<file path="config.mk">
export PLATFORM = sky130hd
export DESIGN_NAME = dda_line_circle_clipper
export DESIGN_NICKNAME = d
export VERILOG_FILES = /design/src/sv/dlcc_pkg.sv /design/src/sv/dlcc_front.sv /design/src/sv/dlcc_queue.sv /design/src/sv/dlcc_back.sv /design/src/sv/dda_line_circle_clipper.sv
export SDC_FILE = /design/constraint.sdc
export NUM_CORES = 2
export LEC_CHECK = 0
export BUFFER_PORTS_ARGS = -buffer_cell sky130_fd_sc_hd__buf_2
export CAP_MARGIN = 10
export CORE_UTILIZATION = 55
export CTS_CLUSTER_SIZE = 30
export DETAILED_ROUTE_END_ITERATION = 10
export PLACE_DENSITY_LB_ADDON = 0.08
export SYNTH_ARGS = -nofsm -noshare
export SYNTH_HDL_FRONTEND = slang
export SYNTH_SLANG_ARGS = --single-unit
</file>
<file path="constraint.sdc">
create_clock -name clock -period 15.28 [get_ports clock]
set_clock_uncertainty 0.2 [all_clocks]
set_input_delay 1.528 -clock clock [delete_from_list [all_inputs] [get_ports clock]]
set_output_delay 1.528 -clock clock [all_outputs]
set_load 0.03 [all_outputs]
</file>
<file path="src/sv/dlcc_pkg.sv">
// Shared constants for the circle-clipped DDA line rasterizer.
`default_nettype none

package dlcc_pkg;

   localparam int COORD_BITS_DEF = 12;
   localparam int FRAC_BITS_DEF  = 16;
   localparam int COLOR_BITS     = 24;
   localparam int QUEUE_DEPTH    = 2;
   localparam int CSR_INDEX_BITS = 2;

   localparam logic CMD_START = 1'b0;
   localparam logic CMD_STEP  = 1'b1;

   localparam logic [CSR_INDEX_BITS-1:0] CSR_CENTER_X = 2'd0;
   localparam logic [CSR_INDEX_BITS-1:0] CSR_CENTER_Y = 2'd1;
   localparam logic [CSR_INDEX_BITS-1:0] CSR_RADIUS   = 2'd2;

endpackage

`default_nettype wire

</file>
<file path="src/sv/dlcc_front.sv">
// Front end: classifies a request and orders the line endpoints by major axis.
`default_nettype none

module dlcc_front #(
   parameter int COORD_BITS = dlcc_pkg::COORD_BITS_DEF,
   parameter int ENTRY_BITS = 6 * dlcc_pkg::COORD_BITS_DEF + 29
) (
   input  wire logic                               cmd,
   input  wire logic signed [COORD_BITS-1:0]       x_start,
   input  wire logic signed [COORD_BITS-1:0]       y_start,
   input  wire logic signed [COORD_BITS-1:0]       x_end,
   input  wire logic signed [COORD_BITS-1:0]       y_end,
   input  wire logic [dlcc_pkg::COLOR_BITS-1:0]    color,
   output logic [ENTRY_BITS-1:0]                   entry
);
   import dlcc_pkg::*;

   localparam int C = COORD_BITS;

   logic signed [C:0]   dx, dy, num;
   logic [C:0]          adx, ady, num_mag, den;
   logic                major_is_x, swap, num_neg;
   logic signed [C-1:0] a0, a1, b0, b1, ma0, ma1, mi0, mi1;

   always_comb begin
      dx         = {x_end[C-1], x_end} - {x_start[C-1], x_start};
      dy         = {y_end[C-1], y_end} - {y_start[C-1], y_start};
      adx        = dx[C] ? -dx : dx;
      ady        = dy[C] ? -dy : dy;
      major_is_x = (adx >= ady);
      a0         = major_is_x ? x_start : y_start;
      a1         = major_is_x ? x_end   : y_end;
      b0         = major_is_x ? y_start : x_start;
      b1         = major_is_x ? y_end   : x_end;
      swap       = (a0 > a1);
      ma0        = swap ? a1 : a0;
      ma1        = swap ? a0 : a1;
      mi0        = swap ? b1 : b0;
      mi1        = swap ? b0 : b1;
      den        = {ma1[C-1], ma1} - {ma0[C-1], ma0};
      num        = {mi1[C-1], mi1} - {mi0[C-1], mi0};
      num_neg    = num[C];
      num_mag    = num_neg ? -num : num;
   end

   assign entry = {cmd, major_is_x, num_neg, ma0, ma1, mi0, mi1, num_mag, den, color};

endmodule

`default_nettype wire

</file>
<file path="src/sv/dlcc_queue.sv">
// Short request queue between the front end and the pixel sequencer.
`default_nettype none

module dlcc_queue #(
   parameter int WIDTH = 6 * dlcc_pkg::COORD_BITS_DEF + 29
) (
   input  wire logic             clock,
   input  wire logic             reset,
   input  wire logic             push,
   output logic                  full,
   input  wire logic [WIDTH-1:0] wdata,
   input  wire logic             pop,
   output logic                  empty,
   output logic [WIDTH-1:0]      rdata
);
   import dlcc_pkg::*;

   localparam int DEPTH = QUEUE_DEPTH;
   localparam int PW    = $clog2(DEPTH);
   localparam int CW    = $clog2(DEPTH + 1);

   logic [WIDTH-1:0] mem_ff [DEPTH];
   logic [PW-1:0]    wr_ptr_ff, wr_ptr_in, rd_ptr_ff, rd_ptr_in;
   logic [CW-1:0]    count_ff, count_in;
   logic             do_push, do_pop;

   assign full    = (count_ff == CW'(DEPTH));
   assign empty   = (count_ff == '0);
   assign do_push = push & ~full;
   assign do_pop  = pop & ~empty;
   assign rdata   = mem_ff[rd_ptr_ff];

   always_comb begin
      wr_ptr_in = wr_ptr_ff;
      rd_ptr_in = rd_ptr_ff;
      count_in  = count_ff;
      if (do_push) begin
         wr_ptr_in = (wr_ptr_ff == PW'(DEPTH - 1)) ? '0 : wr_ptr_ff + 1'b1;
      end
      if (do_pop) begin
         rd_ptr_in = (rd_ptr_ff == PW'(DEPTH - 1)) ? '0 : rd_ptr_ff + 1'b1;
      end
      if (do_push && !do_pop) begin
         count_in = count_ff + 1'b1;
      end else if (do_pop && !do_push) begin
         count_in = count_ff - 1'b1;
      end
   end

   always_ff @(posedge clock) begin
      if (reset) begin
         wr_ptr_ff <= '0;
         rd_ptr_ff <= '0;
         count_ff  <= '0;
      end else begin
         wr_ptr_ff <= wr_ptr_in;
         rd_ptr_ff <= rd_ptr_in;
         count_ff  <= count_in;
      end
   end

   always_ff @(posedge clock) begin
      if (do_push) begin
         mem_ff[wr_ptr_ff] <= wdata;
      end
   end

endmodule

`default_nettype wire

</file>
<file path="src/sv/dlcc_back.sv">
// Back end: slope divider, DDA stepping, circle test and result register.
`default_nettype none

module dlcc_back #(
   parameter int COORD_BITS = dlcc_pkg::COORD_BITS_DEF,
   parameter int FRAC_BITS  = dlcc_pkg::FRAC_BITS_DEF,
   parameter int ENTRY_BITS = 6 * dlcc_pkg::COORD_BITS_DEF + 29
) (
   input  wire logic                                  clock,
   input  wire logic                                  reset,
   input  wire logic                                  q_empty,
   output logic                                       q_pop,
   input  wire logic [ENTRY_BITS-1:0]                 q_entry,
   input  wire logic                                  csr_we,
   input  wire logic [dlcc_pkg::CSR_INDEX_BITS-1:0]   csr_index,
   input  wire logic [COORD_BITS-1:0]                 csr_wdata,
   output logic                                       rsp_empty,
   input  wire logic                                  rsp_pop,
   output logic [COORD_BITS-1:0]                      rsp_pixel_x,
   output logic [COORD_BITS-1:0]                      rsp_pixel_y,
   output logic [dlcc_pkg::COLOR_BITS-1:0]            rsp_color_out,
   output logic                                       rsp_visible,
   output logic                                       rsp_last,
   output logic                                       rsp_valid_res
);
   import dlcc_pkg::*;

   localparam int C    = COORD_BITS;
   localparam int F    = FRAC_BITS;
   localparam int MW   = C + 2;
   localparam int AW   = C + F + 1;
   localparam int SW   = F + 2;
   localparam int DW   = C + 2;
   localparam int NW   = C + F + 3;
   localparam int QW   = F + 1;
   localparam int CW   = $clog2(QW + 1);
   localparam int EXW  = MW + 1;
   localparam int SQW  = 2 * EXW;
   localparam int SUMW = SQW + 1;
   localparam int R2W  = 2 * C;
   localparam int CB   = COLOR_BITS;

   localparam logic [AW:0] RND_HALF = {{(AW + 1 - F){1'b0}}, 1'b1, {(F - 1){1'b0}}};
   localparam logic [AW:0] RND_LOW  = {{(AW + 2 - F){1'b0}}, {(F - 1){1'b1}}};

   typedef enum logic [6:0] {
      S_IDLE = 7'b0000001,
      S_EP0  = 7'b0000010,
      S_EP1  = 7'b0000100,
      S_EPC  = 7'b0001000,
      S_DIV  = 7'b0010000,
      S_PIX  = 7'b0100000,
      S_EMIT = 7'b1000000
   } back_state_type;

   logic                 e_cmd, e_mx, e_neg;
   logic signed [C-1:0]  e_ma0, e_ma1, e_mi0, e_mi1;
   logic [C:0]           e_mag, e_den;
   logic [CB-1:0]        e_color;

   assign {e_cmd, e_mx, e_neg, e_ma0, e_ma1, e_mi0, e_mi1, e_mag, e_den, e_color} = q_entry;

   back_state_type       state_ff, state_in;
   logic                 line_active_ff, line_active_in;
   logic                 major_is_x_ff, major_is_x_in;
   logic                 both_inside_ff, both_inside_in;
   logic signed [C-1:0]  major_pos_ff, major_pos_in;
   logic signed [C-1:0]  major_end_ff, major_end_in;
   logic signed [AW-1:0] minor_accum_ff, minor_accum_in;
   logic signed [SW-1:0] slope_ff, slope_in;
   logic [CB-1:0]        line_color_ff, line_color_in;
   logic signed [C-1:0]  mi1_ff, mi1_in;
   logic                 num_neg_ff, num_neg_in;
   logic [C:0]           num_mag_ff, num_mag_in;
   logic [C:0]           den_ff, den_in;
   logic                 ins0_ff, ins0_in;
   logic                 null_ff, null_in;
   logic [DW-1:0]        rem_ff, rem_in;
   logic [QW-1:0]        nlo_ff, nlo_in;
   logic [QW-1:0]        quo_ff, quo_in;
   logic [CW-1:0]        cnt_ff, cnt_in;
   logic [SQW-1:0]       sqx_ff, sqx_in, sqy_ff, sqy_in;
   logic signed [C-1:0]  center_x_ff, center_x_in, center_y_ff, center_y_in;
   logic [R2W-1:0]       radius_sq_ff, radius_sq_in;
   logic                 rsp_valid_ff, rsp_valid_in;
   logic [C-1:0]         rsp_x_ff, rsp_x_in, rsp_y_ff, rsp_y_in;
   logic [CB-1:0]        rsp_color_ff, rsp_color_in;
   logic                 rsp_visible_ff, rsp_visible_in;
   logic                 rsp_last_ff, rsp_last_in;
   logic                 rsp_vres_ff, rsp_vres_in;

   logic [AW:0]           rsum;
   logic signed [MW-1:0]  minor_full, major_ext, pix_x, pix_y, sel_x, sel_y;
   logic signed [MW-1:0]  end_major, end_minor;
   logic signed [EXW-1:0] ex, ey;
   logic signed [SQW-1:0] prod_x, prod_y;
   logic [SUMW-1:0]       dist_sq;
   logic                  in_circle, fin, out_free;
   logic [NW-1:0]         n_full;
   logic [DW:0]           rem2, div_d, rem_diff;
   logic                  ge;
   logic [QW-1:0]         quo_next;
   logic [SW-1:0]         q_ext;

   always_comb begin
      rsum       = {minor_accum_ff[AW-1], minor_accum_ff}
                 + (minor_accum_ff[AW-1] ? RND_LOW : RND_HALF);
      minor_full = rsum[AW:F];
      major_ext  = {{2{major_pos_ff[C-1]}}, major_pos_ff};
      pix_x      = major_is_x_ff ? major_ext : minor_full;
      pix_y      = major_is_x_ff ? minor_full : major_ext;
      end_major  = {{2{major_end_ff[C-1]}}, major_end_ff};
      end_minor  = {{2{mi1_ff[C-1]}}, mi1_ff};
      if (state_ff == S_EP1) begin
         sel_x = major_is_x_ff ? end_major : end_minor;
         sel_y = major_is_x_ff ? end_minor : end_major;
      end else begin
         sel_x = pix_x;
         sel_y = pix_y;
      end
      ex        = {sel_x[MW-1], sel_x} - {{(EXW - C){center_x_ff[C-1]}}, center_x_ff};
      ey        = {sel_y[MW-1], sel_y} - {{(EXW - C){center_y_ff[C-1]}}, center_y_ff};
      prod_x    = SQW'(ex) * SQW'(ex);
      prod_y    = SQW'(ey) * SQW'(ey);
      dist_sq   = {1'b0, sqx_ff} + {1'b0, sqy_ff};
      in_circle = dist_sq < {{(SUMW - R2W){1'b0}}, radius_sq_ff};
      fin       = (major_pos_ff >= major_end_ff);
      out_free  = ~rsp_valid_ff | rsp_pop;
      n_full    = {1'b0, num_mag_ff, {(F + 1){1'b0}}} + {{(NW - C - 1){1'b0}}, den_ff};
      rem2      = {rem_ff, nlo_ff[QW-1]};
      div_d     = {1'b0, den_ff, 1'b0};
      ge        = (rem2 >= div_d);
      rem_diff  = rem2 - div_d;
      quo_next  = {quo_ff[QW-2:0], ge};
      q_ext     = {1'b0, quo_next};
   end

   always_comb begin
      state_in       = state_ff;
      line_active_in = line_active_ff;
      major_is_x_in  = major_is_x_ff;
      both_inside_in = both_inside_ff;
      major_pos_in   = major_pos_ff;
      major_end_in   = major_end_ff;
      minor_accum_in = minor_accum_ff;
      slope_in       = slope_ff;
      line_color_in  = line_color_ff;
      mi1_in         = mi1_ff;
      num_neg_in     = num_neg_ff;
      num_mag_in     = num_mag_ff;
      den_in         = den_ff;
      ins0_in        = ins0_ff;
      null_in        = null_ff;
      rem_in         = rem_ff;
      nlo_in         = nlo_ff;
      quo_in         = quo_ff;
      cnt_in         = cnt_ff;
      sqx_in         = prod_x;
      sqy_in         = prod_y;
      center_x_in    = center_x_ff;
      center_y_in    = center_y_ff;
      radius_sq_in   = radius_sq_ff;
      rsp_valid_in   = rsp_valid_ff & ~rsp_pop;
      rsp_x_in       = rsp_x_ff;
      rsp_y_in       = rsp_y_ff;
      rsp_color_in   = rsp_color_ff;
      rsp_visible_in = rsp_visible_ff;
      rsp_last_in    = rsp_last_ff;
      rsp_vres_in    = rsp_vres_ff;
      q_pop          = 1'b0;

      if (csr_we) begin
         case (csr_index)
            CSR_CENTER_X: center_x_in  = csr_wdata;
            CSR_CENTER_Y: center_y_in  = csr_wdata;
            CSR_RADIUS:   radius_sq_in = {{C{1'b0}}, csr_wdata} * {{C{1'b0}}, csr_wdata};
            default: ;
         endcase
      end

      case (state_ff)
         S_IDLE: begin
            if (!q_empty) begin
               q_pop = 1'b1;
               if (e_cmd == CMD_START) begin
                  major_is_x_in  = e_mx;
                  major_pos_in   = e_ma0;
                  major_end_in   = e_ma1;
                  minor_accum_in = {e_mi0[C-1], e_mi0, {F{1'b0}}};
                  line_color_in  = e_color;
                  mi1_in         = e_mi1;
                  num_neg_in     = e_neg;
                  num_mag_in     = e_mag;
                  den_in         = e_den;
                  null_in        = 1'b0;
                  state_in       = S_EP0;
               end else if (line_active_ff) begin
                  major_pos_in   = major_pos_ff + {{(C - 1){1'b0}}, 1'b1};
                  minor_accum_in = minor_accum_ff + {{(AW - SW){slope_ff[SW-1]}}, slope_ff};
                  null_in        = 1'b0;
                  state_in       = S_PIX;
               end else begin
                  null_in  = 1'b1;
                  state_in = S_EMIT;
               end
            end
         end
         S_EP0: begin
            state_in = S_EP1;
         end
         S_EP1: begin
            ins0_in  = in_circle;
            state_in = S_EPC;
         end
         S_EPC: begin
            both_inside_in = ins0_ff & in_circle;
            rem_in         = n_full[NW-1:F+1];
            nlo_in         = n_full[F:0];
            quo_in         = '0;
            cnt_in         = '0;
            if (den_ff == '0) begin
               slope_in = '0;
               state_in = S_PIX;
            end else begin
               state_in = S_DIV;
            end
         end
         S_DIV: begin
            rem_in = ge ? rem_diff[DW-1:0] : rem2[DW-1:0];
            nlo_in = {nlo_ff[QW-2:0], 1'b0};
            quo_in = quo_next;
            cnt_in = cnt_ff + 1'b1;
            if (cnt_ff == CW'(QW - 1)) begin
               slope_in = num_neg_ff ? -q_ext : q_ext;
               state_in = S_PIX;
            end
         end
         S_PIX: begin
            state_in = S_EMIT;
         end
         S_EMIT: begin
            if (out_free) begin
               rsp_valid_in = 1'b1;
               if (null_ff) begin
                  rsp_x_in       = '0;
                  rsp_y_in       = '0;
                  rsp_color_in   = '0;
                  rsp_visible_in = 1'b0;
                  rsp_last_in    = 1'b0;
                  rsp_vres_in    = 1'b0;
               end else begin
                  rsp_x_in       = pix_x[C-1:0];
                  rsp_y_in       = pix_y[C-1:0];
                  rsp_color_in   = line_color_ff;
                  rsp_visible_in = both_inside_ff | in_circle;
                  rsp_last_in    = fin;
                  rsp_vres_in    = 1'b1;
                  line_active_in = ~fin;
               end
               state_in = S_IDLE;
            end
         end
         default: begin
            state_in = S_IDLE;
         end
      endcase
   end

   always_ff @(posedge clock) begin
      if (reset) begin
         state_ff       <= S_IDLE;
         line_active_ff <= 1'b0;
         rsp_valid_ff   <= 1'b0;
         cnt_ff         <= '0;
         center_x_ff    <= '0;
         center_y_ff    <= '0;
         radius_sq_ff   <= '0;
      end else begin
         state_ff       <= state_in;
         line_active_ff <= line_active_in;
         rsp_valid_ff   <= rsp_valid_in;
         cnt_ff         <= cnt_in;
         center_x_ff    <= center_x_in;
         center_y_ff    <= center_y_in;
         radius_sq_ff   <= radius_sq_in;
      end
   end

   always_ff @(posedge clock) begin
      major_is_x_ff  <= major_is_x_in;
      both_inside_ff <= both_inside_in;
      major_pos_ff   <= major_pos_in;
      major_end_ff   <= major_end_in;
      minor_accum_ff <= minor_accum_in;
      slope_ff       <= slope_in;
      line_color_ff  <= line_color_in;
      mi1_ff         <= mi1_in;
      num_neg_ff     <= num_neg_in;
      num_mag_ff     <= num_mag_in;
      den_ff         <= den_in;
      ins0_ff        <= ins0_in;
      null_ff        <= null_in;
      rem_ff         <= rem_in;
      nlo_ff         <= nlo_in;
      quo_ff         <= quo_in;
      sqx_ff         <= sqx_in;
      sqy_ff         <= sqy_in;
      rsp_x_ff       <= rsp_x_in;
      rsp_y_ff       <= rsp_y_in;
      rsp_color_ff   <= rsp_color_in;
      rsp_visible_ff <= rsp_visible_in;
      rsp_last_ff    <= rsp_last_in;
      rsp_vres_ff    <= rsp_vres_in;
   end

   assign rsp_empty     = ~rsp_valid_ff;
   assign rsp_pixel_x   = rsp_x_ff;
   assign rsp_pixel_y   = rsp_y_ff;
   assign rsp_color_out = rsp_color_ff;
   assign rsp_visible   = rsp_visible_ff;
   assign rsp_last      = rsp_last_ff;
   assign rsp_valid_res = rsp_vres_ff;

endmodule

`default_nettype wire

</file>
<file path="src/sv/dda_line_circle_clipper.sv">
// Top level of the DDA line rasterizer with circular clipping window.
// Step request: queue head to result register via pop, square and compare (no square if no line is active).
// Start request: endpoint circle tests, then the one-bit-per-cycle slope divider (skipped if zero-length).
// The back-end sequencer takes a new request only after the last result is written to a free result register.
// Reset (synchronous): empties the request queue and result register, ends any line, clears center and radius.
`default_nettype none

module dda_line_circle_clipper #(
   parameter int COORD_BITS = dlcc_pkg::COORD_BITS_DEF,
   parameter int FRAC_BITS  = dlcc_pkg::FRAC_BITS_DEF
) (
   input  wire logic                                 clock,
   input  wire logic                                 reset,
   input  wire logic                                 req_push,
   output logic                                      req_full,
   input  wire logic                                 req_cmd,
   input  wire logic signed [COORD_BITS-1:0]         req_x_start,
   input  wire logic signed [COORD_BITS-1:0]         req_y_start,
   input  wire logic signed [COORD_BITS-1:0]         req_x_end,
   input  wire logic signed [COORD_BITS-1:0]         req_y_end,
   input  wire logic [dlcc_pkg::COLOR_BITS-1:0]      req_color_in,
   output logic                                      rsp_empty,
   input  wire logic                                 rsp_pop,
   output logic signed [COORD_BITS-1:0]              rsp_pixel_x,
   output logic signed [COORD_BITS-1:0]              rsp_pixel_y,
   output logic [dlcc_pkg::COLOR_BITS-1:0]           rsp_color_out,
   output logic                                      rsp_visible,
   output logic                                      rsp_last,
   output logic                                      rsp_valid_res,
   input  wire logic                                 csr_we,
   input  wire logic [dlcc_pkg::CSR_INDEX_BITS-1:0]  csr_index,
   input  wire logic [COORD_BITS-1:0]                csr_wdata
);
   import dlcc_pkg::*;

   localparam int EW = 6 * COORD_BITS + 5 + COLOR_BITS;

   logic [EW-1:0] front_entry, q_entry;
   logic          q_empty, q_pop;

   dlcc_front #(
      .COORD_BITS (COORD_BITS),
      .ENTRY_BITS (EW)
   ) u_front (
      .cmd     (req_cmd),
      .x_start (req_x_start),
      .y_start (req_y_start),
      .x_end   (req_x_end),
      .y_end   (req_y_end),
      .color   (req_color_in),
      .entry   (front_entry)
   );

   dlcc_queue #(
      .WIDTH (EW)
   ) u_queue (
      .clock (clock),
      .reset (reset),
      .push  (req_push),
      .full  (req_full),
      .wdata (front_entry),
      .pop   (q_pop),
      .empty (q_empty),
      .rdata (q_entry)
   );

   dlcc_back #(
      .COORD_BITS (COORD_BITS),
      .FRAC_BITS  (FRAC_BITS),
      .ENTRY_BITS (EW)
   ) u_back (
      .clock         (clock),
      .reset         (reset),
      .q_empty       (q_empty),
      .q_pop         (q_pop),
      .q_entry       (q_entry),
      .csr_we        (csr_we),
      .csr_index     (csr_index),
      .csr_wdata     (csr_wdata),
      .rsp_empty     (rsp_empty),
      .rsp_pop       (rsp_pop),
      .rsp_pixel_x   (rsp_pixel_x),
      .rsp_pixel_y   (rsp_pixel_y),
      .rsp_color_out (rsp_color_out),
      .rsp_visible   (rsp_visible),
      .rsp_last      (rsp_last),
      .rsp_valid_res (rsp_valid_res)
   );

endmodule

`default_nettype wire

</file>
; ---- Yosys cells after proc, flatten, opt, wreduce, memory -nomap -nowiden
; Memories as Yosys holds them, arrays and structs flattened. A register that Yosys moved wholly into a read port is not among the register bits.
; Cells that the tools add are included.
[totals]
ff_bits = 362
mem_bits_rw = 202
in_bits = 92
out_inout_bits = 53
word_cells = 165
mem_count = 1
[mem_list]
columns = name, words, width, rd, rd_clocked_by_memory_dff, wr, line_no
row1 = u_queue.mem_ff, 2, 101, 1, 1, 1, dlcc_queue.sv:22  ; logic [WIDTH-1:0] mem_ff [DEPTH];
[classes]
add_sub_neg = 21
n_mul = 3
n_lt_le_gt_ge = 5
eq_ne = 16
mux = 52
n_bitwise = 13
n_reduce_logical = 19
[op_table]
columns = cell, count
row1 = $mux W12, 10
row2 = $mux W14, 7
row3 = $mul A15 B15 Y30, 2
row4 = $mux W29, 2
row5 = $mux W18, 3
row6 = $sub A12 B12 Y13, 4
row7 = $pmux W7 S7, 1
row8 = $mux W13, 3
row9 = $neg A13 Y13, 3
row10 = $pmux W18 S2, 1
row11 = $mux W7, 5
row12 = $pmux W17 S2, 1
row13 = $pmux W16 S2, 1
row14 = $add A30 B13 Y31, 1
row15 = $add A30 B30 Y31, 1
row16 = $lt A31 B24 Y1, 1
row17 = $add A30 B30 Y30, 1
row18 = $sub A14 B12 Y15, 2
row19 = $add A29 B29 Y29, 1
row20 = $pmux W14 S2, 1
row21 = $mul A12 B12 Y24, 1
row22 = $neg A17 Y18, 1
row23 = $mux W16, 1
row24 = $ge A15 B14 Y1, 1
row25 = 35 further kinds, 74

; ---- Longest topological paths before layout
[depth]
depth_word = 10
mapped_depth = 54
mapped_depth_nobuf = 48

; ---- By module
; From an unflattened synthesis, not the netlist that was laid out.
[unflattened]
cells_unflattened = 5155
area_unflattened_um2 = 50966.4
[by_module_without_submodules]
columns = module, instances, cells_per_inst, area_per_inst_um2, seq_area_each_um2
row1 = dlcc_back, 1, 3886, 37573.5, 9469.1
row2 = dlcc_queue, 1, 339, 7534.7, 6165.9
row3 = dlcc_front, 1, 930, 5858.1, 0.0

; ---- Worst setup path before layout
; OpenSTA, ideal clock, no wires.
[synth_path]
path_kind = input port to flip-flop
from = in req_x_end[0]
to = mem u_queue.mem_ff[0][41] (netlist bit), data pin
setup_time_ns = 0.268
arrival_time_ns = 11.229
t_required_ns = 14.812
setup_slack_ns = 3.583
cell_stages = 52
n_path_buf = 7
path_cell_list = inv_1 -> ha_1 -> inv_1 -> fa_1 -> a21o_1 -> a21oi_1 -> o21ai_0 -> a21oi_1 -> o21ai_0 -> a21oi_1 -> o21bai_1 -> a21oi_1 -> o221ai_1 -> clkbuf_1 -> a21oi_1 -> xor2_1 -> ha_1 -> and4_1 -> [... 16 more ...] -> buf_1 -> a211oi_1 -> a31oi_1 -> ha_1 -> inv_1 -> fa_1 -> a21o_1 -> a21oi_1 -> o21ai_0 -> a21oi_1 -> o21ai_0 -> a21oi_1 -> o21bai_1 -> a21oi_1 -> o31ai_1 -> clkinv_1 -> o21ai_0 -> xnor2_1
[synth_via]
word_cells_on_any_way = 14
classes_between = add/sub: 4 / order compare: 2 / mux: 8
[synth_lines]
columns = element, line_no
row1 = from (decl), dda_line_circle_clipper.sv:19  ; input wire logic signed [COORD_BITS-1:0] req_x_end,
row2 = $sub A12 B12 Y13, dlcc_front.sv:26  ; dx = {x_end[C-1], x_end} - {x_start[C-1], x_start};
row3 = $neg A13 Y13, dlcc_front.sv:28  ; adx = dx[C] ? -dx : dx;
row4 = $mux W13, dlcc_front.sv:28
row5 = $ge A13 B13 Y1, dlcc_front.sv:30  ; major_is_x = (adx >= ady);
row6 = $mux W12 (on tied branches), "dlcc_front.sv:31, dlcc_front.sv:32"
row7 = $gt A12 B12 Y1, dlcc_front.sv:35  ; swap = (a0 > a1);
row8 = $mux W12 (*), dlcc_front.sv:38  ; mi0 = swap ? b1 : b0;
row9 = named net front_entry[62], dda_line_circle_clipper.sv:38  ; logic [EW-1:0] front_entry, q_entry;
row10 = $sub A12 B12 Y13 (*), dlcc_front.sv:41  ; num = {mi1[C-1], mi1} - {mi0[C-1], mi0};
row11 = named net front_entry[98], dda_line_circle_clipper.sv:38
row12 = $mux W13 (*), dlcc_front.sv:43  ; num_mag = num_neg ? -num : num;
row13 = named net front_entry[41], dda_line_circle_clipper.sv:38
row14 = to (decl), dlcc_queue.sv:22
; Mark *: on every way through the listed nets, which the timed path passes. The rest lies on a longest branch.

; ---- Final worst setup path
[layout_path]
from = in req_x_end[0]
to = mem u_queue.mem_ff[0][45] (netlist bit), data pin
; Same word-level chain as after synthesis.

==> Flow_metrics.wiki <==
{| class="wikitable"
! Metric !! Value
|-
| Number of filler cells placed in the layout || 7753
|-
| Sequential-to-total area share from yosys stat || 31.4%
|-
| Post-synthesis cell type count || 92
|-
| Area fraction of the dominant cell type after synthesis || 26.4%
|-
| Clk pin slew, worst setup/hold paths || 0.06 ns
|-
| Sink Count || 562
|-
| Critical path's largest stage delay || 0.71 ns
|-
| Share of synthesized registers carrying an async set or reset || 0%
|-
| Clock buffer count from CTS || 67
|-
| CP most frequent cell || sky130_fd_sc_hd__a21oi_1
|-
| Most frequently used cell type in the post-synthesis netlist || sky130_fd_sc_hd__inv_1
|-
| Clock tree from TritonCTS || done
|-
| Utilization after layout || 60.1%
|-
| Ratio of cells with drive above 1 in the final layout || 8.85%
|-
| Nature of the critical path endpoint || flop
|-
| Synth-to-Final Area Change || 8.43%
|-
| Class of the tightest hold or removal check || flop to flop
|-
| Overall track demand over capacity in global routing || 27.3%
|-
| Skew-Pair Late Insertion Delay || 0.60 ns
|-
| Reg-to-reg critical path startpoint || u_back.minor_accum_ff[28]
|-
| Sequential cell area || 0.0156 mm2
|-
| CP Max Fanout || 51
|-
| Biggest area consumer among synthesized cells || sky130_fd_sc_hd__edfxtp_1
|-
| Weighted congestion at the end of routability-driven global placement || 0.926
|-
| Final HPWL from detailed placement || 96100 um
|-
| Multi-input combinational cell area || 0.0304 mm2
|-
| Post CTS Setup Buffer Count || 0
|-
| Number of antenna violations at the first check in global routing || 11
|-
| Number of slew-limit violations in the final report || 0
|-
| Warnings from Yosys || 0
|-
| Worst setup path startpoint || req_x_end[0]
|-
| Number of cells in the design after placement || 6230
|-
| Number of cells traversed by the worst hold path || 2
|-
| Cell Rows || 110
|-
| Setup TNS Final || 0 ns
|-
| Final Hold Viols || 0
|-
| Overall overflow remaining after global route || 0
|-
| Avg Vias per Cell || 5.56
|-
| Total Nets Final || 6140
|-
| Type of the setup path with the least slack || input pin to flop
|-
| Hold-fix buffers, CTS || 0
|-
| Final Instance Count excl. Fillers || 6353
|-
| Endpoint of the worst setup timing path || u_queue.mem_ff[0][45]
|-
| Count of max-cap constraint violations || 0
|-
| Register-to-register path setup slack || 2.30 ns
|-
| Core ar. || 0.0899 mm2
|-
| Synth top cells by count || 856 x sky130_fd_sc_hd__inv_1, 475 x sky130_fd_sc_hd__fa_1, 457 x sky130_fd_sc_hd__nor2_1
|-
| First-pass GRT wire length || 193000 um
|-
| Capture instance of the worst register-to-register path || u_back.sqy_ff[27]
|-
| Vertical die dimension || 303 um
|-
| Depth of the most critical reg-to-reg path || 44
|-
| Result of the run || finished, final reports clean
|-
| Number of flip-flops and latches in the synthesized netlist || 562
|-
| Library cell used as clock root buffer || sky130_fd_sc_hd__clkbuf_16
|-
| Post-synthesis net count || 6030
|-
| Initial core utilization || 55.5%
|-
| Worst Setup Slack post-DPL || 1.80 ns
|-
| Final wirelength || 123000 um
|-
| Min setup slack post-route || 2.17 ns
|-
| Post-route DRC || 0
|-
| Final routed wire length divided by cell count || 19.3 um
|-
| Mapped Avg Cell Area || 9.94 um2
|-
| Maximum clock frequency || 76.3 MHz
|-
| Antenna-violating nets left || 0
|-
| Cell at the slowest stage of the critical path || sky130_fd_sc_hd__nor2_4
|-
| Unrepaired setup endpoints after global routing || no
|-
| Horizontal extent of the die || 303 um
|-
| Leading cell types by total area after synthesis || sky130_fd_sc_hd__edfxtp_1 26%, sky130_fd_sc_hd__fa_1 19%, sky130_fd_sc_hd__ha_1 11%
|-
| Cts repair resizes || 0
|-
| CTS HTree Levels || 3
|-
| Maximum buffer depth of the clock tree || 3
|-
| Min Tclk post-route || 13.11 ns
|-
| Most common flop cell mapped by yosys || sky130_fd_sc_hd__edfxtp_1
|-
| Max transition margin || 21.4%
|-
| Vias in the first global route || 34600
|-
| Top-Level Pins || 145
|-
| Mapped cell area || 0.0499 mm2
|-
| Actual transition at the worst max-transition pin || 1.17 ns
|-
| Req. time, crit path || 15.40 ns
|-
| Quantity of I/O buffers inserted on ports || 144
|-
| Number of detailed-routing iterations run before antenna repair || 6
|-
| Setup Viol. Count Final || 0
|-
| Maximum number of pins on one net before global-route repair || 72
|-
| Overall via count from detail_route || 35300
|-
| Full die area || 0.0918 mm2
|-
| Count of routing violations after the opening detailed-route iteration || 2580
|-
| Ratio of final minimum period to clock period || 85.8%
|-
| CP arrival || 13.23 ns
|-
| Number of synthesized flops with an enable pin || 438
|-
| Startpoint Class || input pin
|-
| Number of cells produced by synthesis || 5013
|}
[per-layer routing]
| layer | vias to the layer above | GRT usage [%] | routed length [um] |
|---|---|---|---|
| li1 | 16900 | - | - |
| met2 | 969 | 42.6 | 55500 |
| met3 | 155 | 3.04 | 7160 |
| met1 | 17300 | 40.9 | 57800 |
| met5 | - | 0 | 22 |
| met4 | 4 | 5.81 | 2350 |
[metrics by stage]
stage	hold WS, ns	instance area, um2
floorplan	0.232	49900
global placement	0.238	51800
detailed placement	0.244	51800
CTS	0.251	54000
global route	0.275	54100
finish	0.250	54100
[cell type report]
class	instances	area share (%)
Multi-Input combinational cell	3437	56.3
Sequential cell	562	28.9
Inverter	868	6.03
Clock buffer	80	3.35
Tap cell	1176	2.72
Timing Repair Buffer	187	1.93
Clock inverter	39	0.722
Antenna cell	4	0.0185
[state kept, by name, summed over array words and instances, names as in the netlist, 13 cells and up, named ones only]
| name | cells |
|---|---|
| u_back.line_color_ff | 24 |
| u_back.den_ff | 13 |
| u_back.slope_ff | 18 |
| u_back.rsp_color_out | 24 |
| u_back.sqy_ff | 29 |
| u_back.quo_ff | 16 |
| u_back.radius_sq_ff | 23 |
| u_back.sqx_ff | 29 |
| u_queue.mem_ff | 202 |
| u_back.rem_ff | 14 |
| u_back.nlo_ff | 17 |
| u_back.num_mag_ff | 13 |
| u_back.minor_accum_ff | 29 |
[placed cells by master (no fill, tap or decap), drive strengths merged, types with 10 or more instances in the layout]
master    n
a21oi   231
buf     187
and3     31
dfxtp   124
o211ai   15
nand4    22
o21a     24
mux2     93
edfxtp  438
a21o     84
o31ai    14
a211o    14
a31oi    46
inv     867
o21ai   174
and2     82
nor2    457
nor3     68
ha      450
a21boi   18
fa      475
mux2i    87
or3      24
or2      15
nor2b    64
nand3b   10
nand3    65
a211oi   64
xor2     89
o21bai   19
nand2   362
nor3b    12
clkinv   30
clkbuf   80
nand2b   47
xnor2   162
[worst max-delay path, delay by kind of cell]
kind / cells / cell delay [ns]
buf+inv: 8 / 1.88
fa+ha+maj: 5 / 1.65
xor+xnor: 2 / 0.29
simple gates: 5 / 1.25
compound gates: 26 / 6.54
[cell families after synthesis]
kind of cell               count (synthesis)  share of synthesized area [%]
and+or+nand+nor                         1294                           12.0
buffers and inverters                   1014                           7.74
adders and majority gates                925                           30.4
AOI/OAI and AO/OA                        783                           10.1
DFF                                      562                           31.4
xor gates and xnor gates                 251                           4.41
muxes                                    184                           4.03
[how the worst min path moves through the flow]
stage / from / endpoint
final: u_back.radius_sq_ff[21] / u_back.radius_sq_ff[21]
after global routing: u_back.radius_sq_ff[21] / u_back.radius_sq_ff[21]
after CTS: u_back.radius_sq_ff[12] / u_back.radius_sq_ff[12]
after detailed placement: u_back.radius_sq_ff[11] / u_back.radius_sq_ff[11]
after global placement: u_back.radius_sq_ff[0] / u_back.radius_sq_ff[0]
after floorplan: u_back.radius_sq_ff[0] / u_back.radius_sq_ff[0]
Power is not shown: default switching activity piles up to over one toggle a cycle in this logic, so the estimate is an artifact.
